===== src/rtl/xrru_pkg.sv =====
// ---------------------------------------------------------------------------
// xrru_pkg
// Types and constants shared by the random request unit modules.
// ---------------------------------------------------------------------------
package xrru_pkg;

  localparam int unsigned APB_ADDR_W = 4;
  localparam int unsigned APB_DATA_W = 64;

  localparam logic REG_SEED = 1'b0;

  localparam logic [63:0] SEED_RESET   = 64'h2545_F491_4F6C_DD1D;
  localparam logic [63:0] GOLDEN_GAMMA = 64'h9E37_79B9_7F4A_7C15;
  localparam logic [63:0] MIX_MUL_A    = 64'hBF58_476D_1CE4_E5B9;
  localparam logic [63:0] MIX_MUL_B    = 64'h94D0_49BB_1331_11EB;

  localparam logic [1:0] REQ_RAW    = 2'd0;
  localparam logic [1:0] REQ_RANGE  = 2'd1;
  localparam logic [1:0] REQ_INDEX  = 2'd2;
  localparam logic [1:0] REQ_CHANCE = 2'd3;

  localparam int unsigned DIV_STEPS = 32;
  localparam int unsigned DIV_CNT_W = $clog2(DIV_STEPS);

  typedef enum logic [3:0] {
    ST_SEED_INIT,
    ST_SEED_ADD,
    ST_MULA_LO,
    ST_MULA_HI,
    ST_MULA_X,
    ST_MIX,
    ST_MULB_LO,
    ST_MULB_HI,
    ST_MULB_X,
    ST_STORE,
    ST_IDLE,
    ST_DIV,
    ST_FIN
  } ctrl_state_t;

  typedef struct packed {
    logic       seed_init;
    logic       seed_add;
    logic       mul_lo;
    logic       mul_cross_hi;
    logic       mul_cross_lo;
    logic       mul_const_b;
    logic       mix;
    logic       store;
    logic [1:0] word_idx;
    logic       accept;
    logic       div_step;
    logic       finish;
  } xrru_cmd_t;

  typedef struct packed {
    logic need_div;
    logic out_free;
  } xrru_status_t;

endpackage


===== src/rtl/xrru_ctrl.sv =====
// ---------------------------------------------------------------------------
// xrru_ctrl
// Sequencer for seed expansion, request acceptance, division and result load.
// ---------------------------------------------------------------------------
module xrru_ctrl
  import xrru_pkg::*;
(
  input  logic         clk,
  input  logic         rst,
  input  logic         seed_write,
  input  logic         req_valid,
  output logic         req_stall,
  input  xrru_status_t status,
  output xrru_cmd_t    cmd
);

  ctrl_state_t          state;
  ctrl_state_t          state_next;
  logic [DIV_CNT_W-1:0] step_cnt;
  logic [1:0]           word_idx;
  logic                 accept;

  assign accept = (state == ST_IDLE) && req_valid;

  always_ff @(posedge clk) begin
    if (rst) begin
      state    <= ST_SEED_INIT;
      step_cnt <= '0;
      word_idx <= '0;
    end else begin
      state <= state_next;
      if (accept) begin
        step_cnt <= '0;
      end else if (state == ST_DIV) begin
        step_cnt <= step_cnt + 1'b1;
      end
      if (state == ST_SEED_INIT) begin
        word_idx <= '0;
      end else if (state == ST_STORE) begin
        word_idx <= word_idx + 1'b1;
      end
    end
  end

  always_comb begin
    state_next = state;
    if (seed_write) begin
      state_next = ST_SEED_INIT;
    end else begin
      unique case (state)
        ST_SEED_INIT: state_next = ST_SEED_ADD;
        ST_SEED_ADD:  state_next = ST_MULA_LO;
        ST_MULA_LO:   state_next = ST_MULA_HI;
        ST_MULA_HI:   state_next = ST_MULA_X;
        ST_MULA_X:    state_next = ST_MIX;
        ST_MIX:       state_next = ST_MULB_LO;
        ST_MULB_LO:   state_next = ST_MULB_HI;
        ST_MULB_HI:   state_next = ST_MULB_X;
        ST_MULB_X:    state_next = ST_STORE;
        ST_STORE:     state_next = (word_idx == 2'd3) ? ST_IDLE : ST_SEED_ADD;
        ST_IDLE: begin
          if (req_valid) begin
            state_next = status.need_div ? ST_DIV : ST_FIN;
          end
        end
        ST_DIV: begin
          if (step_cnt == DIV_CNT_W'(DIV_STEPS - 1)) begin
            state_next = ST_FIN;
          end
        end
        ST_FIN: begin
          if (status.out_free) begin
            state_next = ST_IDLE;
          end
        end
        default: state_next = ST_SEED_INIT;
      endcase
    end
  end

  always_comb begin
    cmd          = '0;
    cmd.word_idx = word_idx;
    req_stall    = (state != ST_IDLE);
    unique case (state)
      ST_SEED_INIT: cmd.seed_init = 1'b1;
      ST_SEED_ADD:  cmd.seed_add = 1'b1;
      ST_MULA_LO:   cmd.mul_lo = 1'b1;
      ST_MULA_HI:   cmd.mul_cross_hi = 1'b1;
      ST_MULA_X:    cmd.mul_cross_lo = 1'b1;
      ST_MIX:       cmd.mix = 1'b1;
      ST_MULB_LO: begin
        cmd.mul_lo      = 1'b1;
        cmd.mul_const_b = 1'b1;
      end
      ST_MULB_HI: begin
        cmd.mul_cross_hi = 1'b1;
        cmd.mul_const_b  = 1'b1;
      end
      ST_MULB_X: begin
        cmd.mul_cross_lo = 1'b1;
        cmd.mul_const_b  = 1'b1;
      end
      ST_STORE:     cmd.store = 1'b1;
      ST_IDLE:      cmd.accept = accept;
      ST_DIV:       cmd.div_step = 1'b1;
      ST_FIN:       cmd.finish = status.out_free;
      default:      cmd = '0;
    endcase
  end

endmodule


===== src/rtl/xrru_datapath.sv =====
// ---------------------------------------------------------------------------
// xrru_datapath
// Generator state, seed expansion multiplier, remainder divider and result
// register.
// ---------------------------------------------------------------------------
module xrru_datapath
  import xrru_pkg::*;
(
  input  logic                clk,
  input  logic                rst,
  input  xrru_cmd_t           cmd,
  output xrru_status_t        status,
  input  logic [63:0]         seed_value,
  input  logic [1:0]          req_type,
  input  logic signed [31:0]  range_low,
  input  logic signed [31:0]  range_high,
  input  logic signed [31:0]  item_count,
  input  logic [24:0]         probability_q24,
  output logic                rsp_valid,
  input  logic                rsp_stall,
  output logic [31:0]         raw_word,
  output logic [23:0]         fraction_q24,
  output logic signed [31:0]  int_result,
  output logic                chance_hit
);

  function automatic logic [31:0] rotl32(input logic [31:0] v, input int unsigned k);
    rotl32 = (v << k) | (v >> (32 - k));
  endfunction

  logic [31:0] gen_words [4];
  logic [63:0] acc;
  logic [63:0] zop;
  logic [63:0] prod;

  logic [1:0]  kind_r;
  logic [31:0] low_r;
  logic [31:0] divisor_r;
  logic [31:0] dividend_r;
  logic [31:0] rem_r;
  logic [31:0] word_r;
  logic [24:0] prob_r;
  logic        need_div_r;

  // generator step
  logic [31:0] draw_out;
  logic [31:0] s0_next, s1_next, s2_next, s3_next;
  logic [31:0] s2_mid, s3_mid;

  always_comb begin
    draw_out = rotl32(gen_words[0] + gen_words[3], 7) + gen_words[0];
    s2_mid   = gen_words[2] ^ gen_words[0];
    s3_mid   = gen_words[3] ^ gen_words[1];
    s1_next  = gen_words[1] ^ s2_mid;
    s0_next  = gen_words[0] ^ s3_mid;
    s2_next  = s2_mid ^ (gen_words[1] << 9);
    s3_next  = rotl32(s3_mid, 11);
  end

  // request decode
  logic        range_empty;
  logic [31:0] span;
  logic        count_pos;
  logic        draw;
  logic        need_div;
  logic [31:0] divisor;

  assign range_empty = (range_high <= range_low);
  assign span        = 32'(range_high) - 32'(range_low) + 32'd1;
  assign count_pos   = !item_count[31] && (item_count != 32'sd0);

  always_comb begin
    unique case (req_type)
      REQ_RAW: begin
        draw     = 1'b1;
        need_div = 1'b0;
        divisor  = span;
      end
      REQ_RANGE: begin
        draw     = !range_empty;
        need_div = !range_empty && (span != 32'd0);
        divisor  = span;
      end
      REQ_INDEX: begin
        draw     = count_pos;
        need_div = count_pos;
        divisor  = 32'(item_count);
      end
      REQ_CHANCE: begin
        draw     = 1'b1;
        need_div = 1'b0;
        divisor  = span;
      end
      default: begin
        draw     = 1'b0;
        need_div = 1'b0;
        divisor  = span;
      end
    endcase
  end

  assign status.need_div = need_div;
  assign status.out_free = !rsp_valid || !rsp_stall;

  // seed expansion
  logic [63:0] mul_const;
  logic [31:0] mul_x;
  logic [31:0] mul_y;
  logic [63:0] mul_p;
  logic [63:0] acc_sum;
  logic [63:0] fold31;

  assign mul_const = cmd.mul_const_b ? MIX_MUL_B : MIX_MUL_A;
  assign mul_x     = cmd.mul_cross_hi ? zop[63:32] : zop[31:0];
  assign mul_y     = cmd.mul_cross_lo ? mul_const[63:32] : mul_const[31:0];
  assign mul_p     = {32'd0, mul_x} * {32'd0, mul_y};
  assign acc_sum   = acc + GOLDEN_GAMMA;
  assign fold31    = prod ^ (prod >> 31);

  always_ff @(posedge clk) begin
    if (cmd.seed_init) begin
      acc <= (seed_value != 64'd0) ? seed_value : GOLDEN_GAMMA;
    end
    if (cmd.seed_add) begin
      acc <= acc_sum;
      zop <= acc_sum ^ (acc_sum >> 30);
    end
    if (cmd.mix) begin
      zop <= prod ^ (prod >> 27);
    end
    if (cmd.mul_lo) begin
      prod <= mul_p;
    end else if (cmd.mul_cross_hi || cmd.mul_cross_lo) begin
      prod <= prod + {mul_p[31:0], 32'd0};
    end
    if (cmd.store) begin
      gen_words[cmd.word_idx] <= fold31[63:32];
    end else if (cmd.accept && draw) begin
      gen_words[0] <= s0_next;
      gen_words[1] <= s1_next;
      gen_words[2] <= s2_next;
      gen_words[3] <= s3_next;
    end
  end

  // request capture and restoring remainder
  logic [32:0] rem_shift;
  logic [33:0] rem_diff;

  assign rem_shift = {rem_r, dividend_r[31]};
  assign rem_diff  = {1'b0, rem_shift} - {2'b00, divisor_r};

  always_ff @(posedge clk) begin
    if (cmd.accept) begin
      kind_r     <= req_type;
      low_r      <= 32'(range_low);
      divisor_r  <= divisor;
      word_r     <= draw ? draw_out : 32'd0;
      dividend_r <= draw ? draw_out : 32'd0;
      rem_r      <= '0;
      prob_r     <= probability_q24;
      need_div_r <= need_div;
    end else if (cmd.div_step) begin
      rem_r      <= rem_diff[33] ? rem_shift[31:0] : rem_diff[31:0];
      dividend_r <= dividend_r << 1;
    end
  end

  // result
  logic [31:0] addend;
  logic [31:0] base;
  logic [31:0] int_next;
  logic        hit_next;

  always_comb begin
    addend   = need_div_r ? rem_r : word_r;
    base     = (kind_r == REQ_RANGE) ? low_r : 32'd0;
    int_next = ((kind_r == REQ_RANGE) || (kind_r == REQ_INDEX)) ? base + addend : 32'd0;
    hit_next = (kind_r == REQ_CHANCE) && ({1'b0, word_r[31:8]} < prob_r);
  end

  always_ff @(posedge clk) begin
    if (rst) begin
      rsp_valid <= 1'b0;
    end else if (cmd.finish) begin
      rsp_valid <= 1'b1;
    end else if (!rsp_stall) begin
      rsp_valid <= 1'b0;
    end
  end

  always_ff @(posedge clk) begin
    if (cmd.finish) begin
      raw_word     <= word_r;
      fraction_q24 <= word_r[31:8];
      int_result   <= int_next;
      chance_hit   <= hit_next;
    end
  end

endmodule


===== src/rtl/xoshiro_random_request_unit.sv =====
// ---------------------------------------------------------------------------
// xoshiro_random_request_unit
// xoshiro128++ random request unit: raw word, signed range, index and chance
// requests, seeded through SplitMix64.
// ---------------------------------------------------------------------------
// A request is taken when req_valid is high and req_stall is low; one request
// is in work at a time. Raw word, chance and requests that draw no remainder
// (empty range, full 32-bit range, non-positive count) go from acceptance
// straight to the result load; range and index requests that need a
// remainder first pass the one-bit-per-cycle restoring divider (32 steps).
// The result waits in an output register, so the next request is taken
// while it is still stalled. After reset and after each write of the seed
// register the generator state is rebuilt by a SplitMix64 sequencer on one
// shared 32x32 multiplier, with req_stall held high. The seed register sits
// at byte address 0 of the 64-bit APB port.
// ---------------------------------------------------------------------------
module xoshiro_random_request_unit
  import xrru_pkg::*;
(
  input  logic                  clk,
  input  logic                  rst,
  input  logic                  psel,
  input  logic                  penable,
  input  logic                  pwrite,
  input  logic [APB_ADDR_W-1:0] paddr,
  input  logic [APB_DATA_W-1:0] pwdata,
  output logic [APB_DATA_W-1:0] prdata,
  output logic                  pready,
  input  logic                  req_valid,
  output logic                  req_stall,
  input  logic [1:0]            req_type,
  input  logic signed [31:0]    range_low,
  input  logic signed [31:0]    range_high,
  input  logic signed [31:0]    item_count,
  input  logic [24:0]           probability_q24,
  output logic                  rsp_valid,
  input  logic                  rsp_stall,
  output logic [31:0]           raw_word,
  output logic [23:0]           fraction_q24,
  output logic signed [31:0]    int_result,
  output logic                  chance_hit
);

  logic [63:0]  seed_value;
  logic         seed_sel;
  logic         seed_write;
  xrru_cmd_t    cmd;
  xrru_status_t status;

  assign pready     = 1'b1;
  assign seed_sel   = (paddr[APB_ADDR_W-1] == REG_SEED);
  assign seed_write = psel && penable && pwrite && pready && seed_sel;
  assign prdata     = seed_sel ? seed_value : '0;

  always_ff @(posedge clk) begin
    if (rst) begin
      seed_value <= SEED_RESET;
    end else if (seed_write) begin
      seed_value <= pwdata;
    end
  end

  xrru_ctrl u_ctrl (
    .clk        (clk),
    .rst        (rst),
    .seed_write (seed_write),
    .req_valid  (req_valid),
    .req_stall  (req_stall),
    .status     (status),
    .cmd        (cmd)
  );

  xrru_datapath u_datapath (
    .clk             (clk),
    .rst             (rst),
    .cmd             (cmd),
    .status          (status),
    .seed_value      (seed_value),
    .req_type        (req_type),
    .range_low       (range_low),
    .range_high      (range_high),
    .item_count      (item_count),
    .probability_q24 (probability_q24),
    .rsp_valid       (rsp_valid),
    .rsp_stall       (rsp_stall),
    .raw_word        (raw_word),
    .fraction_q24    (fraction_q24),
    .int_result      (int_result),
    .chance_hit      (chance_hit)
  );

endmodule


===== config.mk =====
export PLATFORM = sky130hd
export DESIGN_NAME = xoshiro_random_request_unit
export DESIGN_NICKNAME = d
export VERILOG_FILES = /design/src/rtl/xrru_pkg.sv /design/src/rtl/xrru_ctrl.sv /design/src/rtl/xrru_datapath.sv /design/src/rtl/xoshiro_random_request_unit.sv
export SDC_FILE = /design/constraint.sdc
export NUM_CORES = 2
export LEC_CHECK = 0
export BUFFER_PORTS_ARGS = -buffer_cell sky130_fd_sc_hd__buf_4
export CELL_PAD_IN_SITES_DETAIL_PLACEMENT = 1
export CELL_PAD_IN_SITES_GLOBAL_PLACEMENT = 1
export CORE_MARGIN = 1.5
export CORE_UTILIZATION = 40
export DETAILED_ROUTE_END_ITERATION = 8
export GPL_ROUTABILITY_DRIVEN = 0
export MAX_ROUTING_LAYER = met4
export PLACE_DENSITY_LB_ADDON = 0.1
export SYNTH_ARGS = -nofsm -noshare
export SYNTH_HDL_FRONTEND = slang
export SYNTH_SLANG_ARGS = --single-unit

===== constraint.sdc =====
create_clock -name clk -period 11.36 [get_ports clk]
set_clock_uncertainty 0.2 [all_clocks]
set_input_delay 0.568 -clock clk [delete_from_list [all_inputs] [get_ports clk]]
set_output_delay 0.568 -clock clk [all_outputs]
set_load 0.01 [all_outputs]

==> summary.txt <==
Outcome
  • Outcome: complete, no violations

Floorplanning
  • Ports: 354
  • Die Y: 420 µm
  • Initial core utilization: 40.4%
  • Rows: 152
  • Die width: 420 µm
  • Full die area: 176000 µm²
  • Core Region: about 170000 µm²

Drt
  • Drt pass-1 iters: 5
  • Routed wl met2: 125 mm
  • Via Count: 54500
  • Iteration-0 DRC count of the detailed router: 4313
  • Drt wl/cell: 26.6 µm
  • DRT met1 WL: roughly 110 mm
  • Final ANT Viol Nets: 0
  • DRC errors left: 0
  • Drt via density: ~5.5
  • Highest routed layer: met4
  • WL met3: approximately 17 mm
  • Routed WL: 265 mm

Timing
  • RSZ-0062 raised after global routing: no
  • Final worst path period share: 95.8%
  • Worst Tran Pin Value: 1.04 ns
  • Slew HR: 30.3%
  • Achievable frequency: a little over 0.09 GHz
  • Setup TNS: 0 ns
  • # setup viols final: 0
  • Fin. Hold Viols: 0
  • Final Max Slew Viols: 0
  • Tmin final: 10.88 ns

Worst setup path
  • Start of the worst register-to-register path: u_ctrl.state[1]$_SDFFE_PP0P_
  • CP Class: reg2reg
  • Worst r2r dst: u_datapath.prod[60]$_DFFE_PP_
  • Crit path from: u_ctrl.state[1]$_SDFFE_PP0P_
  • CP max-delay cell: fa_1
  • R2R Setup Slk: 0.48 ns
  • Crit path max fanout: 43
  • Most used cell, CP: fa_1
  • CP peak stage delay: approximately 0.71 ns
  • CP endpoint kind: flip-flop
  • CP arrival: 11.06 ns
  • Worst reg-to-reg path cell count: 28
  • Crit path launch type: flip-flop
  • WP data required: 11.53 ns
  • Crit path to: u_datapath.prod[60]$_DFFE_PP_

Synth
  • Post-synth net total: 8740
  • Synthesized flop and latch total: 649
  • Syn_area_per_cell: just under 10 µm²
  • Fraction of synthesized cell area in xor and xnor cells: between 6 and 7%
  • Ys async rst share: 0%
  • Post-synthesis simple-gate area fraction: about an eighth
  • Register area share after synthesis: 26.5%
  • Syn Std Cell Area: 69600 µm²
  • Cells after Synth: a little over 7000
  • Post-synthesis mux area share: 1.73%
  • Synth cell types: 97
  • Warnings from Yosys: 0
  • Top FF cell, synth: edfxtp_1
  • Largest family of logic cells by synthesized area: adder cells
  • Compound-cell area share of the yosys netlist: 11.2%
  • Number of synthesized flops with an enable pin: 541
  • Post-synthesis adder-cell area fraction: approximately a third

Final layout
  • Finished Core Util: between 40 and 50%
  • Area Overhead vs Synth: 13.5%
  • Share of cells above drive strength 1: 9.91%
  • Net count, final: 9181
  • Total of fill cells in the finished design: around 19000

CTS
  • Clock Sinks: 649
  • Reg clk slew, reported paths: ~0.060 ns
  • CTS Root Cell: clkbuf_16
  • CTS buffer count: 74
  • H-tree depth: 3
  • Skew-Pair Late Insertion Delay: 0.68 ns
  • CTS tree: built
  • CTS Buffer Depth: 3

Min path
  • Tightest Hold Check Type: in2reg

Place
  • Port buffer count: 349
  • HPWL after detailed placement: 219 mm

GRT
  • Aggregate global routing overflow: 0
  • Largest net degree at the start of global routing: 97
  • First-pass GRT wire length: 389 mm
  • Initial antenna violation count: 7
  • Number of global-route vias before repair: roughly 58000
  • GRT Overall Usage: roughly 30%

Job
  • Max Cap Viol: 0
-- Yosys cell counts, drive strengths merged, types with 51 or more instances --
cell / number / area, µm²
a21o: 121 / 908
a21oi: 404 / 2020
and2: 89 / 557
clkbuf: 214 / 803
dfxtp: 108 / 2160
edfxtp: 541 / 16200
fa: 842 / 16900
ha: 585 / 7320
inv: 1135 / 4260
mux2: 74 / 833
nand2: 604 / 2270
nand3: 62 / 310
nor2: 555 / 2080
nor2b: 101 / 632
nor3: 86 / 430
o21ai: 333 / 1670
o21bai: 51 / 383
xnor2: 290 / 2540
xor2: 215 / 1880
-- critical path, delay by kind of cell (launching register included) --
kind	cells	cell delay, ns
buffers and inverters	5	1.10
and+or+nand+nor	8	2.45
DFF	1	0.34
xor gates and xnor gates	1	0.33
adders and majority gates	9	4.57
AOI/OAI and AO/OA	5	1.53
-- metal layers --
metal | GRT usage (%) | vias to the layer above
met4 | 10.3 | 0
met2 | 49.7 | 1819
li1 | - | 24400
met3 | 4.39 | 332
met5 | - | -
met1 | 40.0 | 27900
-- what timing repair did --
item | 4_1_cts | 5_1_grt
resized for setup | 0 | 2
hold buffers | 139 | 0
endpoints found under the hold margin | 139 | 0
setup buffers | 0 | 4
setup endpoints to repair | 0 | 5
-- placed cells by master (no fill, tap or decap), types with 43 or more instances in the layout --
cell           netlist  layout
a21o_1             121     121
dfxtp_1            108     108
o21bai_1            51      51
nor3_1              86      82
dlygate4sd3_1        0     139
nand2b_1            47      47
nand2_1            604     598
nor4_1              43      43
nor2b_1            101     101
clkbuf_16            0      76
xor2_1             215     215
o21ai_0            322     321
edfxtp_1           541     541
nand3_1             62      61
ha_1               585     585
fa_1               842     842
mux2_2              74      74
a21oi_1            404     403
nor2_1             555     549
xnor2_1            290     290
buf_4               25     484
inv_1             1131    1128
and2_1              89      87
-- flip-flops by register name, indices dropped and copies added, names as in the netlist --
| name | flops |
|---|---|
| u_datapath.fraction_q24 | 24 |
| u_datapath.raw_word | 8 |
| u_datapath.gen_words | 128 |
| u_ctrl.state | 4 |
| seed_value | 64 |
| u_datapath.chance_hit | 1 |
| u_datapath.rsp_valid | 1 |
| u_datapath.prod | 64 |
| u_datapath.int_result | 32 |
| u_datapath.rem_r | 32 |
| u_ctrl.word_idx | 2 |
| u_datapath.acc | 64 |
| u_datapath.dividend_r | 32 |
| u_datapath.kind_r | 2 |
| u_datapath.need_div_r | 1 |
| u_datapath.zop | 64 |
| u_datapath.prob_r | 25 |
| u_ctrl.step_cnt | 5 |
| u_datapath.low_r | 32 |
| u_datapath.word_r | 32 |
| u_datapath.divisor_r | 32 |
-- cells by family (layout without fill, tap and decap cells) --
group / Yosys count / in the layout
muxes: 111 / 111
and+or+nand+nor: 1773 / 1773
xor gates and xnor gates: 505 / 505
DFF: 649 / 649
buffers and inverters: 1400 / 1901
adders and majority gates: 1427 / 1427
other: 2 / 10
AOI/OAI and AO/OA: 1248 / 1248
-- metrics by stage --
step	area, µm²	cells	setup WS (ns)	hold slack, ns
after floorplan	69600	7115	1.10	0.222
final	79000	9934	0.478	0.0588
after global placement	75100	9647	0.416	0.275
after global routing	79000	9933	0.0519	0.0311
after detailed placement	75100	9647	0.283	0.283
after CTS	78900	9922	0.241	0.00559
-- how the worst min path moves through the flow --
stage                                         from                                  to  slack, ns  cells after the start
floorplan           u_datapath.word_r[0]$_DFFE_PP_    u_datapath.raw_word[0]$_DFFE_PP_       0.22                      0
global placement        seed_value[9]$_SDFFE_PP0P_          seed_value[9]$_SDFFE_PP0P_       0.28                      2
detailed placement     seed_value[53]$_SDFFE_PP0P_         seed_value[53]$_SDFFE_PP0P_       0.28                      2
CTS                                 item_count[24]  u_datapath.divisor_r[24]$_DFFE_PP_      0.006                      3
global route                        item_count[17]  u_datapath.divisor_r[17]$_DFFE_PP_       0.03                      2
finish                              item_count[17]  u_datapath.divisor_r[17]$_DFFE_PP_       0.06                      2
-- final cells by class --
type | count | area, µm² | share of cell area (%)
diodes | 8 | 20.0 | 0.0253
multi-input cells | 5066 | 45900 | 58.1
clock inverters | 38 | 364 | 0.461
inverters | 1141 | 4290 | 5.43
well taps | 2310 | 2890 | 3.66
clock buffers | 98 | 2050 | 2.60
flip-flops and latches | 649 | 18400 | 23.3
repair buffers | 624 | 5040 | 6.39
Power is not shown: default switching activity piles up to over one toggle a cycle in this logic, so the estimate is an artifact.
